===== config.mk =====
export PLATFORM = sky130hd
export DESIGN_NAME = tsl2_ram
export DESIGN_NICKNAME = d
export VERILOG_FILES = /design/src/design/tsl2_ram.sv
export SDC_FILE = /design/constraint.sdc
export NUM_CORES = 1
export LEC_CHECK = 0
export BUFFER_PORTS_ARGS = -buffer_cell sky130_fd_sc_hd__buf_2
export CAP_MARGIN = 25
export CORE_ASPECT_RATIO = 0.5
export CORE_MARGIN = 2
export CORE_UTILIZATION = 50
export DETAILED_ROUTE_END_ITERATION = 8
export PLACE_DENSITY = 0.67
export SYNTH_ARGS = -nofsm -noshare
export SYNTH_HDL_FRONTEND = slang
export SYNTH_SLANG_ARGS = --single-unit

===== constraint.sdc =====
create_clock -name clock -period 15.9 [get_ports clock]
set_input_delay 3.18 -clock clock [delete_from_list [all_inputs] [get_ports clock]]
set_output_delay 3.18 -clock clock [all_outputs]
set_load 0.05 [all_outputs]

===== src/design/tsl2_ram.sv =====
// Generic single-port-write, single-port-read synchronous RAM.
module tsl2_ram #(
   parameter int unsigned Width = 48,
   parameter int unsigned Depth = 16
) (
   input  logic                     clock,
   input  logic                     wr_en,
   input  logic [$clog2(Depth)-1:0] wr_addr,
   input  logic [Width-1:0]         wr_data,
   input  logic [$clog2(Depth)-1:0] rd_addr,
   output logic [Width-1:0]         rd_data
);

   logic [Width-1:0] mem_ff [Depth];
   logic [Width-1:0] rd_data_ff;

   always_ff @(posedge clock) begin
      if (wr_en) begin
         mem_ff[wr_addr] <= wr_data;
      end
      rd_data_ff <= mem_ff[rd_addr];
   end

   assign rd_data = rd_data_ff;

endmodule


==> impl_metrics.yaml <==
critical_path:
  worstPathRequired_ns: 16.37
  path_class: "in2reg"
  crit_path_end_kind: "flip-flop"
  cp-endpoint: "rd_data[43]$_DFF_P_"
  r2r_slack_ns: 14.59
  reg2reg_depth: 3
  arrival_ns: 5.66
  worstPathMaxFanout: 112
  cp-start-kind: "primary input"
  r2r_start: "mem_ff[10][12]$_DFFE_PP_"
  worstSetupStartpoint: "rd_addr[0]"
  timing.rr.end: "rd_data[12]$_DFF_P_"
sta:
  min_period_ns: 5.19
  slew_headroom_pct: 25.7
  fin_crit_sh_pct: 32.6
  slew_violations: 0
  skew_ns: 0.0220
  finalHoldViolations: 0
  rsz0062_at_grt: "false"
  worstMarginPinSlew_ns: 1.11
  setup_viol: 0
  setup_tns_ns: 0
  fmax_ghz: 0.193
  layout_setup_ws_ns: 10.71
synth:
  yosysUniqueCellTypes: 17
  ys.warnings.count: 0
  syn-num-nets: 1300
  syn-mean-instance-area_sq_um: 23.9
  synth.ff_latch_count: 816
  syn_area_sq_um: 29700
  yosysSeqAreaShare_pct: 80.9
  synthCells: 1242
placed_design:
  gp_congestion: 0.710
  hpwl_mm: 27.7
  port_buffers: 105
  dpl_cell_area_sq_um: 31200
  pre_cts_slack_ns: 9.99
detailed_routing:
  drtIter0Drc: 1501
  routedWlPerCell_um: 27.9
  drcViolationCount: 0
  drtAntennaViolNets: 0
  dr.pass1.iters: 5
  route.vias.total: 13300
  drt_wl_total_mm: 61.8
  viasPerCell: 6.00
floorplanning:
  fp-row-count: 63
  core_area_sq_um: 59000
  pin_count: 106
  start_util_pct: 50.4
  die_h_um: 176
  die_x_um: 349
  die-area_sq_um: 61500
global_route:
  track_usage_pct: 20.4
  overflow: 0
  grt_pass1_vias: 13700
  grt_max_degree: 113
  grt_antenna_before_repair: 1
  grt_pass1_wl_mm: 90.1
cells_and_area:
  area_delta_synth_final_pct: 12.9
  drive_gt1_share_pct: 31.0
  n_fill_cell: 4159
  fin_area_sq_um: 33500
  regArea_sq_um: 24000
  num-nets-final: 1439
  fin_util_pct: 56.9
  n_antenna_cell: 0
  multi_input_area_sq_um: 5490
  final_cell_mix: "edfxtp_1 (768), mux4_2 (192), buf_2 (103)"
  layout_commonest_cell: "edfxtp_1"
clock_tree:
  post_cts_buffers: 0
  cts_hold_buf: 0
  clk_latency_ns: 0.59
  cts_buffers: 71
  cts.htree.levels: 3
  cts_sinks: 816
  path_clk_slew_ns: 0.06
  cts.repair.resized: 0
  cts_root_buffer: "clkbuf_16"
  cts_tree: "done"
  max-clock-path-buffers: 3
power:
  netSwitchingFraction_pct: 20.9
  p_int_w: 0.00345
  powerDensity_nw_per_um2: 130
  peakVddDrop_mv: 0.0856
  p_switching_w: 0.000910
  leakagePower_nw: 10.7
  p_seq_share_pct: 55.5
  clkPwrFrac_pct: 38.9
  comb_power_share_pct: 5.7
hold_path:
  hold_path_class: "reg2reg"
status:
  status: "finished, final reports clean"
flow_run:
  maxCapViolations: 0
-- routing by layer --
metal	wire length [um]	track usage [%]	share of wire, %
met5	11	0	0.018
met4	900	4.40	1.5
met3	4280	3.51	6.9
met2	31800	35.0	51
met1	24800	27.9	40
-- cells by family (layout without fill, tap and decap cells) --
group	count (synthesis)	in the layout	share of synthesized area [%]
compound gates	96	96	2.43
flops	816	816	80.9
buf+inv	63	258	1.06
simple gates	75	75	1.05
mux	192	192	14.6
-- power groups by stage --
stage	sequential, W	combinational (W)	clock [W]
floorplan	0.00251	0.000114	0
global placement	0.00246	0.000243	0
detailed placement	0.00247	0.000250	0
CTS	0.00242	0.000250	0.00172
global route	0.00242	0.000264	0.00181
finish	0.00242	0.000248	0.00169
-- registers in the layout (all words and copies together), names as in the netlist --
signal   cells
mem_ff     768
rd_data     48
-- cell usage after synthesis, drive strengths merged --
cell | instances | area share [%]
dfxtp | 48 | 3.2
or3b | 1 | 0.030
buf | 35 | 0.70
and2 | 1 | 0.021
clkbuf | 28 | 0.35
nor2b | 2 | 0.042
nor3 | 4 | 0.067
edfxtp | 768 | 78
mux4 | 192 | 15
a22oi | 96 | 2.4
nand2b | 2 | 0.042
nand3 | 1 | 0.017
nor2 | 13 | 0.16
nand3b | 2 | 0.051
nand2 | 49 | 0.62
-- worst max-delay path: stages --
cell and delay, ns:
buf_8 0.66, buf_12 0.75, mux4_2 0.59, a22oi_1 0.23, nand2_1 0.07
-- layout make-up --
type | instances | area share (%)
clock buffer | 96 | 5.82
clock inverter | 33 | 0.996
sequential | 816 | 71.6
tap | 780 | 2.91
timing repair buffer | 129 | 2.26
multi-input combinational | 363 | 16.4
-- how the worst min path moves through the flow --
stage / from / endpoint / slack, ns / cells after the start
2_1_floorplan: mem_ff[14][0]$_DFFE_PP_ / rd_data[0]$_DFF_P_ / 0.63 / 3
3_3_place_gp: mem_ff[12][13]$_DFFE_PP_ / rd_data[13]$_DFF_P_ / 0.64 / 3
3_5_place_dp: mem_ff[13][3]$_DFFE_PP_ / rd_data[3]$_DFF_P_ / 0.65 / 3
4_1_cts: mem_ff[13][3]$_DFFE_PP_ / rd_data[3]$_DFF_P_ / 0.66 / 3
5_1_grt: mem_ff[12][13]$_DFFE_PP_ / rd_data[13]$_DFF_P_ / 0.70 / 3
6_report: mem_ff[6][18]$_DFFE_PP_ / rd_data[18]$_DFF_P_ / 0.66 / 3
-- metrics by stage --
stage | hold WS, ns | total power (W) | std cells
final | 0.656 | 0.00436 | 2217
after global routing | 0.695 | 0.00449 | 2217
after CTS | 0.660 | 0.00439 | 2216
after detailed placement | 0.655 | 0.00272 | 2087
after global placement | 0.644 | 0.00271 | 2086
after floorplan | 0.635 | 0.00263 | 1242
Power figures use the tool's default switching activity.
