--- src/design/tsl2_pkg.sv ---
// Types and constants shared by the split scorer modules.
package tsl2_pkg;

   localparam int unsigned SumWidth = 48;

   typedef struct packed {
      logic signed [31:0] obs_value;
      logic signed [31:0] grad_value;
      logic               sample_last;
   } req_beat_type;

   typedef struct packed {
      logic [63:0] split_score;
      logic        rejected;
      logic [16:0] left_total;
      logic [16:0] right_total;
   } rsp_beat_type;

   typedef enum logic [1:0] {
      CSR_THRESHOLD = 2'd0,
      CSR_MODE      = 2'd1,
      CSR_MIN_LEAF  = 2'd2,
      CSR_OUT_COUNT = 2'd3
   } csr_index_type;

   typedef enum logic [2:0] {
      ST_ACCUM,
      ST_READ,
      ST_TERM,
      ST_DIV,
      ST_CLEAR,
      ST_DONE
   } state_type;

   // Request to the divider and its answer.
   typedef struct packed {
      logic         start;
      logic [95:0]  dividend;
      logic [36:0]  divisor;
   } div_req_type;

   typedef struct packed {
      logic         done;
      logic [63:0]  quotient;
      logic         overflow;
   } div_rsp_type;

endpackage

--- src/design/tsl2_divider.sv ---
// Restoring divider: floor(dividend / divisor), one quotient bit per cycle.
module tsl2_divider (
   input  logic                 clock,
   input  logic                 reset,
   input  tsl2_pkg::div_req_type req,
   output tsl2_pkg::div_rsp_type rsp
);

   logic [95:0] num_ff, num_in;
   logic [36:0] den_ff, den_in;
   logic [37:0] rem_ff, rem_in;
   logic [63:0] quo_ff, quo_in;
   logic        ovf_ff, ovf_in;
   logic [6:0]  cnt_ff, cnt_in;
   logic        busy_ff, busy_in;
   logic        done_ff, done_in;
   logic [37:0] trial;
   logic [38:0] diff;

   always_comb begin
      num_in  = num_ff;
      den_in  = den_ff;
      rem_in  = rem_ff;
      quo_in  = quo_ff;
      ovf_in  = ovf_ff;
      cnt_in  = cnt_ff;
      busy_in = busy_ff;
      done_in = 1'b0;
      trial   = {rem_ff[36:0], num_ff[95]};
      diff    = {1'b0, trial} - {2'b00, den_ff};
      if (req.start) begin
         num_in  = req.dividend;
         den_in  = req.divisor;
         rem_in  = '0;
         quo_in  = '0;
         ovf_in  = 1'b0;
         cnt_in  = 7'd96;
         busy_in = 1'b1;
      end else if (busy_ff) begin
         num_in = {num_ff[94:0], 1'b0};
         if (!diff[38]) begin
            rem_in = diff[37:0];
         end else begin
            rem_in = trial;
         end
         if (quo_ff[63]) begin
            ovf_in = 1'b1;
         end
         quo_in = {quo_ff[62:0], ~diff[38]};
         cnt_in = cnt_ff - 7'd1;
         if (cnt_ff == 7'd1) begin
            busy_in = 1'b0;
            done_in = 1'b1;
         end
      end
   end

   always_ff @(posedge clock) begin
      if (reset) begin
         busy_ff <= 1'b0;
         done_ff <= 1'b0;
         cnt_ff  <= '0;
      end else begin
         busy_ff <= busy_in;
         done_ff <= done_in;
         cnt_ff  <= cnt_in;
      end
      num_ff <= num_in;
      den_ff <= den_in;
      rem_ff <= rem_in;
      quo_ff <= quo_in;
      ovf_ff <= ovf_in;
   end

   assign rsp.done     = done_ff;
   assign rsp.quotient = quo_ff;
   assign rsp.overflow = ovf_ff;

endmodule

--- config.mk ---
export PLATFORM = sky130hd
export DESIGN_NAME = tsl2_divider
export DESIGN_NICKNAME = d
export VERILOG_FILES = /design/src/design/tsl2_pkg.sv /design/src/design/tsl2_divider.sv
export SDC_FILE = /design/constraint.sdc
export NUM_CORES = 1
export LEC_CHECK = 0
export ABC_AREA = 1
export BUFFER_PORTS_ARGS = -buffer_cell sky130_fd_sc_hd__buf_2
export CORE_MARGIN = 3
export CORE_UTILIZATION = 33
export DETAILED_ROUTE_END_ITERATION = 6
export PLACE_DENSITY = 0.54
export SLEW_MARGIN = 5
export SYNTH_ARGS = -nofsm -noshare
export SYNTH_HDL_FRONTEND = slang
export SYNTH_SLANG_ARGS = --single-unit
--- constraint.sdc ---
create_clock -name clock -period 8.2 [get_ports clock]
set_input_delay 0.82 -clock clock [delete_from_list [all_inputs] [get_ports clock]]
set_output_delay 0.82 -clock clock [all_outputs]
set_load 0.01 [all_outputs]
==> flow_results.xml, run 1 <==
<?xml version="1.0" encoding="UTF-8"?>
<metrics>
  <group name="grt">
    <metric name="globalRoute.totalOverflow" unit="">0</metric>
    <metric name="grtUsageTotal" unit="%">15.3</metric>
    <metric name="pin_count_of_the_biggest_net_entering_global_routing" unit="">98</metric>
    <metric name="first_global_vias" unit="">9576</metric>
    <metric name="antenna_found_initial" unit="">2</metric>
    <metric name="global_route_wire_length_before_repair" unit="um">49100</metric>
  </group>
  <group name="detailed_routing">
    <metric name="antenna_nets_post_route" unit="">0</metric>
    <metric name="avgRoutedWirePerCell" unit="um">14.2</metric>
    <metric name="initialDrtViolationCount" unit="">472</metric>
    <metric name="drt-pass1-iter-count" unit="">5</metric>
    <metric name="via_count" unit="">9778</metric>
    <metric name="remaining_routing_drc_violations" unit="">0</metric>
    <metric name="vias_per_cell" unit="">4.59</metric>
    <metric name="finalWirelength" unit="um">30200</metric>
  </group>
  <group name="finish">
    <metric name="final_cells" unit="">2128</metric>
    <metric name="drive_above_1_share" unit="%">16.8</metric>
    <metric name="nFillCells" unit="">3610</metric>
    <metric name="fin_nets" unit="">1826</metric>
    <metric name="diodes" unit="">0</metric>
    <metric name="area_delta_synth_final" unit="%">20.3</metric>
    <metric name="commonest_non_fill_non_tap_cell_in_the_layout" unit="">sky130_fd_sc_hd__nand2_1</metric>
    <metric name="design_area" unit="mm^2">0.0142</metric>
    <metric name="commonest_cells_after_routing_fill_and_taps_aside" unit="">sky130_fd_sc_hd__nand2_1, sky130_fd_sc_hd__inv_1, sky130_fd_sc_hd__buf_2</metric>
  </group>
  <group name="worst_setup_path">
    <metric name="worstSetupEndpointType" unit="">flip-flop</metric>
    <metric name="timing.critical_path.cells" unit="">inv_1 &gt; ha_1 &gt; inv_1 &gt; fa_1 &gt; nand2_1 &gt; nand2_1 &gt; nand3b_1 &gt; nand2_1 &gt; nand2_1 &gt; nand3_2 &gt; nand2_2 &gt; nand2_2 &gt; buf_4 &gt; inv_2 &gt; nand2_1 &gt; nand3_1 &gt; o21ai_0</metric>
    <metric name="delay_of_the_slowest_cell_on_the_worst_path" unit="ns">0.40</metric>
    <metric name="path_type_of_the_worst_setup_path" unit="">flip-flop to flip-flop</metric>
    <metric name="reg2reg_to" unit="">rem_ff[22]</metric>
    <metric name="crit-reg2reg-launch" unit="">num_ff[95]</metric>
    <metric name="critical-path-slowest-cell" unit="">sky130_fd_sc_hd__buf_4</metric>
    <metric name="startpoint_class_of_the_critical_path" unit="">flip-flop</metric>
    <metric name="worstPathRequired" unit="ns">8.59</metric>
    <metric name="cp_max_fo" unit="">35</metric>
    <metric name="rr_worst_depth" unit="">17</metric>
    <metric name="rrSetupSlack" unit="ns">5.01</metric>
    <metric name="crit_top_cell" unit="">sky130_fd_sc_hd__nand2_1</metric>
    <metric name="critical_path_arrival" unit="ns">3.59</metric>
  </group>
  <group name="place">
    <metric name="post-dp-hpwl" unit="um">21700</metric>
    <metric name="routabilityCongestion" unit="">0.877</metric>
    <metric name="placedInstanceArea" unit="mm^2">0.0132</metric>
    <metric name="port_buffers" unit="">201</metric>
    <metric name="placed_cells" unit="">2074</metric>
    <metric name="place_ws" unit="ns">4.59</metric>
  </group>
  <group name="cts">
    <metric name="cts_htree_levels" unit="">1</metric>
    <metric name="total_clock_buffers_created_by_cts" unit="">29</metric>
    <metric name="cts.hold.buffers_added" unit="">0</metric>
    <metric name="clockBufferDepth" unit="">3</metric>
    <metric name="worstSkewPairLatency" unit="ns">0.56</metric>
    <metric name="cts.repair_timing.setup_buffer_count" unit="">0</metric>
    <metric name="path_clk_slew" unit="ns">0.06</metric>
    <metric name="clkSinkCount" unit="">244</metric>
    <metric name="clock_tree_from_tritoncts" unit="">built</metric>
    <metric name="cts-resized-gates" unit="">0</metric>
    <metric name="ctsRootBufferMaster" unit="">sky130_fd_sc_hd__clkbuf_16</metric>
  </group>
  <group name="power">
    <metric name="ir_drop" unit="V">0.000184</metric>
    <metric name="pwr_density_cell" unit="mW/mm^2">205</metric>
    <metric name="power.leakage" unit="nW">6.88</metric>
  </group>
  <group name="sta">
    <metric name="layout_setup_ws" unit="ns">5.01</metric>
    <metric name="max_slew_margin" unit="%">26.0</metric>
    <metric name="setup_tns" unit="ns">0</metric>
    <metric name="final_hold_viol_count" unit="">0</metric>
    <metric name="max_slew.worst_pin.slew" unit="ns">1.11</metric>
    <metric name="min_period_over_period" unit="%">38.9</metric>
    <metric name="fmaxAchievable" unit="MHz">313</metric>
    <metric name="final.min_clock_period" unit="ns">3.19</metric>
    <metric name="finalClockSkew" unit="ns">0.0160</metric>
    <metric name="timing.final.setup_violations" unit="">0</metric>
    <metric name="rsz0062_at_grt" unit="">false</metric>
    <metric name="maxSlewViolCount" unit="">0</metric>
  </group>
  <group name="flow_run">
    <metric name="cap_violations" unit="">0</metric>
  </group>
  <group name="status">
    <metric name="status" unit="">completed</metric>
  </group>
  <group name="min_path">
    <metric name="hold-path-endpoint" unit="">busy_ff</metric>
    <metric name="hold_path.startpoint" unit="">reset</metric>
    <metric name="worstHoldPathCells" unit="">2</metric>
    <metric name="holdCritPathClass" unit="">primary input to flip-flop</metric>
  </group>
  <group name="floorplanning">
    <metric name="floorplan.core_area" unit="mm^2">0.0350</metric>
    <metric name="core.rowCount" unit="">68</metric>
    <metric name="floorplan.die.width" unit="um">195</metric>
    <metric name="dieArea" unit="mm^2">0.0382</metric>
    <metric name="floorplan.initialDensity" unit="%">33.9</metric>
    <metric name="ioPinCount" unit="">202</metric>
    <metric name="die_h" unit="um">195</metric>
  </group>
  <group name="logic_synthesis">
    <metric name="synth_enable_flop_cells" unit="">133</metric>
    <metric name="yosys_warnings" unit="">0</metric>
    <metric name="post_syn_area" unit="mm^2">0.0118</metric>
    <metric name="syn_nets" unit="">1637</metric>
    <metric name="synth.distinct_cells" unit="">39</metric>
    <metric name="avgSynthCellArea" unit="um^2">8.10</metric>
    <metric name="postSynthRegisterBits" unit="">244</metric>
    <metric name="synth_sequential_area_ratio" unit="%">52.5</metric>
    <metric name="yosys_most_used_dff" unit="">sky130_fd_sc_hd__edfxtp_1</metric>
    <metric name="async_reset_ff_share" unit="%">0</metric>
    <metric name="synthesis.instances" unit="">1461</metric>
  </group>
</metrics>
through the flow:
| step | power, mW | utilization [%] | hold slack, ns |
|---|---|---|---|
| after floorplan | 1.57 | - | 0.438 |
| after global placement | 1.65 | 37.9 | 0.447 |
| after detailed placement | 1.65 | 37.9 | 0.460 |
| after CTS | 2.98 | 40.7 | 0.400 |
| after global routing | 3.06 | 40.7 | 0.403 |
| final | 2.92 | 40.7 | 0.435 |
registers in the layout, summed over array words and instances, names as in the netlist:
signal / cells
busy_ff: 1
cnt_ff: 7
den_ff: 37
done_ff: 1
num_ff: 96
ovf_ff: 1
quo_ff: 64
rem_ff: 37
synth_stat cells (10+ instances only):
library cell	number	area [um^2]
sky130_fd_sc_hd__o22ai_1	62	388
sky130_fd_sc_hd__o21ai_0	29	145
sky130_fd_sc_hd__dfxtp_1	111	2220
sky130_fd_sc_hd__o21ai_1	12	60.1
sky130_fd_sc_hd__nor2_1	68	255
sky130_fd_sc_hd__a21oi_1	50	250
sky130_fd_sc_hd__ha_1	39	488
sky130_fd_sc_hd__edfxtp_1	133	3990
sky130_fd_sc_hd__inv_1	200	751
sky130_fd_sc_hd__nor3_1	12	60.1
sky130_fd_sc_hd__o211ai_1	10	75.1
sky130_fd_sc_hd__nand2_1	556	2090
sky130_fd_sc_hd__clkbuf_1	38	143
sky130_fd_sc_hd__xnor2_1	15	131
sky130_fd_sc_hd__nand3_1	55	275
logic make-up after synthesis:
kind of cell	synth area share, %
adder cells (fa/ha/maj)	4.29
buffers and inverters	8.52
AO/OA/AOI/OAI	8.80
flip-flops	52.5
XOR/XNOR	1.41
AND/OR/NAND/NOR	24.5
worst max-delay path by stage:
stage	slack (ns)	end	start	cells past startpoint
final	5.01	rem_ff[22]	num_ff[95]	17
after global routing	4.67	rem_ff[22]	num_ff[95]	17
after CTS	4.99	rem_ff[22]	num_ff[95]	17
after detailed placement	4.59	num_ff[80]	req[133]	5
after global placement	4.62	num_ff[70]	req[133]	5
after floorplan	3.92	num_ff[0]	req[133]	3
final cells by class:
type / instances / area (um^2) / share of cell area (%)
clock buffer: 44 / 926 / 6.50
inverter: 205 / 774 / 5.44
timing repair buffer: 208 / 1060 / 7.45
tap: 455 / 569 / 4.00
multi-input combinational: 962 / 4620 / 32.4
clock inverter: 10 / 73.8 / 0.518
sequential: 244 / 6220 / 43.6
report_power, final:
part | total [mW] | switching, mW | internal (mW)
registers | 1.39 | 0.0213 | 1.37
clock network | 1.29 | 0.512 | 0.783
logic | 0.234 | 0.154 | 0.0804
total | 2.92 | 0.687 | 2.24
per-layer routing:
layer  GRT usage (%)  share of wire [%]  vias up  wire, um
met5               0              0.080        -        24
met4            3.25                1.8        4       553
li1                -                  -     5070         -
met1            21.1                 47     4457     14100
met2            25.1                 46      211     13900
met3            3.07                5.2       36      1560
worst max-delay path: cells and delay by family, from the launching register on:
family | cells | cell delay [ns]
AND/OR/NAND/NOR | 10 | 1.27
adder cells (fa/ha/maj) | 2 | 0.52
AO/OA/AOI/OAI | 1 | 0.09
buffers and inverters | 4 | 0.75
flip-flops | 1 | 0.38
Power figures use the tool's default switching activity.
==> run 2, diff against run 1 <==
Settings changed: ABC_AREA 1 to 0.
Clock period 8.2 ns to 3.2 ns, I/O delays scaled along.
==> flow_results.xml, run 2 <==
<?xml version="1.0" encoding="UTF-8"?>
<metrics>
  <group name="status">
    <metric name="status" unit="">completed</metric>
  </group>
  <group name="floorplanning">
    <metric name="floorplan.die.width" unit="um">192</metric>
    <metric name="floorplan.core_area" unit="mm^2">0.0338</metric>
    <metric name="core.rowCount" unit="">67</metric>
    <metric name="floorplan.initialDensity" unit="%">33.8</metric>
    <metric name="dieArea" unit="mm^2">0.0369</metric>
    <metric name="ioPinCount" unit="">202</metric>
    <metric name="die_h" unit="um">192</metric>
  </group>
  <group name="sta">
    <metric name="setup_tns" unit="ns">0</metric>
    <metric name="timing.final.setup_violations" unit="">0</metric>
    <metric name="rsz0062_at_grt" unit="">false</metric>
    <metric name="final_hold_viol_count" unit="">0</metric>
    <metric name="final.min_clock_period" unit="ns">3.03</metric>
    <metric name="maxSlewViolCount" unit="">0</metric>
    <metric name="max_slew_margin" unit="%">43.1</metric>
    <metric name="min_period_over_period" unit="%">94.6</metric>
    <metric name="finalClockSkew" unit="ns">0.0113</metric>
    <metric name="fmaxAchievable" unit="MHz">330</metric>
    <metric name="max_slew.worst_pin.slew" unit="ns">0.854</metric>
  </group>
  <group name="finish">
    <metric name="design_area" unit="mm^2">0.0144</metric>
    <metric name="reg.largest.list" unit="">num_ff: 96 flops, quo_ff: 64 flops</metric>
    <metric name="largest-register" unit="">num_ff</metric>
    <metric name="commonest_non_fill_non_tap_cell_in_the_layout" unit="">sky130_fd_sc_hd__buf_2</metric>
    <metric name="fin_nets" unit="">1434</metric>
    <metric name="drive_above_1_share" unit="%">30.9</metric>
    <metric name="largest_register_ff_count" unit="">96</metric>
    <metric name="commonest_cells_after_routing_fill_and_taps_aside" unit="">sky130_fd_sc_hd__buf_2, sky130_fd_sc_hd__edfxtp_1, sky130_fd_sc_hd__nor2_1</metric>
    <metric name="area_delta_synth_final" unit="%">26.3</metric>
  </group>
  <group name="detailed_routing">
    <metric name="avgRoutedWirePerCell" unit="um">15.6</metric>
    <metric name="antenna_nets_post_route" unit="">0</metric>
    <metric name="finalWirelength" unit="um">26900</metric>
    <metric name="vias_per_cell" unit="">4.81</metric>
    <metric name="drt-pass1-iter-count" unit="">4</metric>
    <metric name="remaining_routing_drc_violations" unit="">0</metric>
    <metric name="via_count" unit="">8310</metric>
    <metric name="initialDrtViolationCount" unit="">467</metric>
  </group>
  <group name="cts">
    <metric name="path_clk_slew" unit="ns">0.06</metric>
    <metric name="total_clock_buffers_created_by_cts" unit="">29</metric>
    <metric name="clock_tree_from_tritoncts" unit="">built</metric>
    <metric name="worstSkewPairLatency" unit="ns">0.56</metric>
    <metric name="cts_htree_levels" unit="">1</metric>
    <metric name="clockBufferDepth" unit="">3</metric>
    <metric name="clkSinkCount" unit="">244</metric>
    <metric name="ctsRootBufferMaster" unit="">sky130_fd_sc_hd__clkbuf_16</metric>
  </group>
  <group name="worst_setup_path">
    <metric name="path_type_of_the_worst_setup_path" unit="">flip-flop to flip-flop</metric>
    <metric name="critical-path-slowest-cell" unit="">sky130_fd_sc_hd__o311a_4</metric>
    <metric name="timing.critical_path.cells" unit="">inv_1 &gt; ha_1 &gt; nand3_2 &gt; nor4b_2 &gt; o311ai_1 &gt; buf_4 &gt; a21oi_2 &gt; a21oi_4 &gt; o311a_4 &gt; buf_12 &gt; or3b_1 &gt; a211oi_2</metric>
    <metric name="number_of_buffers_and_inverters_on_the_critical_path" unit="">3</metric>
    <metric name="crit_start" unit="">den_ff[16]</metric>
    <metric name="critical_path_arrival" unit="ns">3.50</metric>
    <metric name="crit-reg2reg-launch" unit="">den_ff[16]</metric>
    <metric name="cp_max_fo" unit="">17</metric>
    <metric name="startpoint_class_of_the_critical_path" unit="">flip-flop</metric>
    <metric name="path_delay_family" unit="">compound AO/OA/AOI/OAI gates</metric>
    <metric name="delay_of_the_slowest_cell_on_the_worst_path" unit="ns">0.40</metric>
    <metric name="worstPathRequired" unit="ns">3.67</metric>
    <metric name="worstSetupEndpointType" unit="">flip-flop</metric>
  </group>
  <group name="logic_synthesis">
    <metric name="synthesis.instances" unit="">1004</metric>
    <metric name="synth.distinct_cells" unit="">67</metric>
    <metric name="synthTopCellsByCount" unit="">sky130_fd_sc_hd__edfxtp_1, sky130_fd_sc_hd__nor2_1, sky130_fd_sc_hd__dfxtp_1</metric>
    <metric name="yosys_warnings" unit="">0</metric>
    <metric name="synth_sequential_area_ratio" unit="%">54.4</metric>
    <metric name="async_reset_ff_share" unit="%">0</metric>
    <metric name="post_syn_area" unit="mm^2">0.0114</metric>
    <metric name="yosys_most_used_dff" unit="">sky130_fd_sc_hd__edfxtp_1</metric>
    <metric name="syn_nets" unit="">1180</metric>
    <metric name="yosys.cell_count.top_type" unit="">sky130_fd_sc_hd__edfxtp_1</metric>
    <metric name="synth.top_cells.by_area" unit="">sky130_fd_sc_hd__edfxtp_1, sky130_fd_sc_hd__dfxtp_1, sky130_fd_sc_hd__mux2_2</metric>
    <metric name="synth_area_leader_cell" unit="">sky130_fd_sc_hd__edfxtp_1</metric>
    <metric name="avgSynthCellArea" unit="um^2">11.4</metric>
    <metric name="fraction_of_synthesized_cell_area_taken_by_the_top_area_cell_type" unit="%">35.0</metric>
    <metric name="synth_enable_flop_cells" unit="">133</metric>
    <metric name="postSynthRegisterBits" unit="">244</metric>
  </group>
  <group name="place">
    <metric name="placedInstanceArea" unit="mm^2">0.0131</metric>
    <metric name="post-dp-hpwl" unit="um">18300</metric>
    <metric name="port_buffers" unit="">201</metric>
    <metric name="routabilityCongestion" unit="">0.858</metric>
  </group>
  <group name="grt">
    <metric name="grtUsageTotal" unit="%">14.2</metric>
    <metric name="first_global_vias" unit="">8018</metric>
    <metric name="globalRoute.totalOverflow" unit="">0</metric>
    <metric name="pin_count_of_the_biggest_net_entering_global_routing" unit="">136</metric>
    <metric name="global_route_wire_length_before_repair" unit="um">42600</metric>
    <metric name="antenna_found_initial" unit="">9</metric>
  </group>
  <group name="min_path">
    <metric name="hold_path.startpoint" unit="">req[37]</metric>
    <metric name="holdCritPathClass" unit="">primary input to flip-flop</metric>
  </group>
  <group name="power">
    <metric name="power.leakage" unit="nW">6.10</metric>
    <metric name="post-layout-total-power" unit="mW">7.99</metric>
    <metric name="pwr_density_cell" unit="mW/mm^2">554</metric>
    <metric name="ir_drop" unit="V">0.000493</metric>
  </group>
  <group name="flow_run">
    <metric name="cap_violations" unit="">0</metric>
  </group>
</metrics>
run 2: logic make-up (layout without fill, tap and decap cells):
| logic type | count (synthesis) | after routing | synth area share, % |
|---|---|---|---|
| AO/OA/AOI/OAI | 165 | 165 | 10.3 |
| XOR/XNOR | 33 | 33 | 2.53 |
| adder cells (fa/ha/maj) | 40 | 40 | 4.45 |
| buffers and inverters | 103 | 377 | 3.68 |
| flip-flops | 244 | 244 | 54.4 |
| multiplexers | 159 | 159 | 15.0 |
| other | 0 | 2 | 0 |
| AND/OR/NAND/NOR | 260 | 260 | 9.60 |
run 2: worst paths after layout:
| check | end | slack, ns | cells past startpoint |
|---|---|---|---|
| max | rem_ff[15] | 0.17 | 12 |
| min | num_ff[0] | 0.05 | 2 |
| max reg2reg | rem_ff[15] | 0.17 | 12 |
| min reg2reg | ovf_ff | 0.48 | 2 |
run 2: cell type report:
class                   count  area, um^2
fillers                  3250       19400
flip-flops and latches    244        6220
clock inverters             7        42.5
inverters                  50         191
diodes                      2        5.00
clock buffers              44         833
repair buffers            276        1740
multi-input cells         657        4830
well taps                 448         561
run 2: through the flow:
step / hold slack, ns / utilization (%) / setup slack [ns] / std cells
final: 0.0509 / 42.7 / 0.173 / 1728
after CTS: 0.0178 / 42.4 / 0.0647 / 1720
after global routing: 0.0395 / 42.7 / 0.00246 / 1727
after detailed placement: 0.456 / 38.7 / 0.0185 / 1631
after global placement: 0.449 / 38.7 / 0.0857 / 1631
after floorplan: 0.392 / - / 0.226 / 1004
run 2: metal layers:
layer  part of all wire (%)  vias to the layer above  routed length [um]  GRT usage (%)
met5                   0.38                        -                 102              0
met4                    2.3                       16                 613           3.59
met3                    8.4                       55                2270           5.55
met2                     44                      203               11800           21.9
met1                     45                     3893               12100           18.7
li1                       -                     4143                   -              -
run 2: power breakdown:
group / internal [mW] / switching (mW)
clock network: 1.78 / 1.29
logic: 0.607 / 0.657
registers: 3.56 / 0.0989
total: 5.95 / 2.04
run 2: what timing repair did:
| action | CTS | global route |
|---|---|---|
| setup buffers | 0 | 6 |
| setup endpoints to repair | 1 | 32 |
| hold buffers | 38 | 0 |
| pin swaps | 0 | 5 |
| endpoints found under the hold margin | 40 | 0 |
| resized for setup | 1 | 10 |
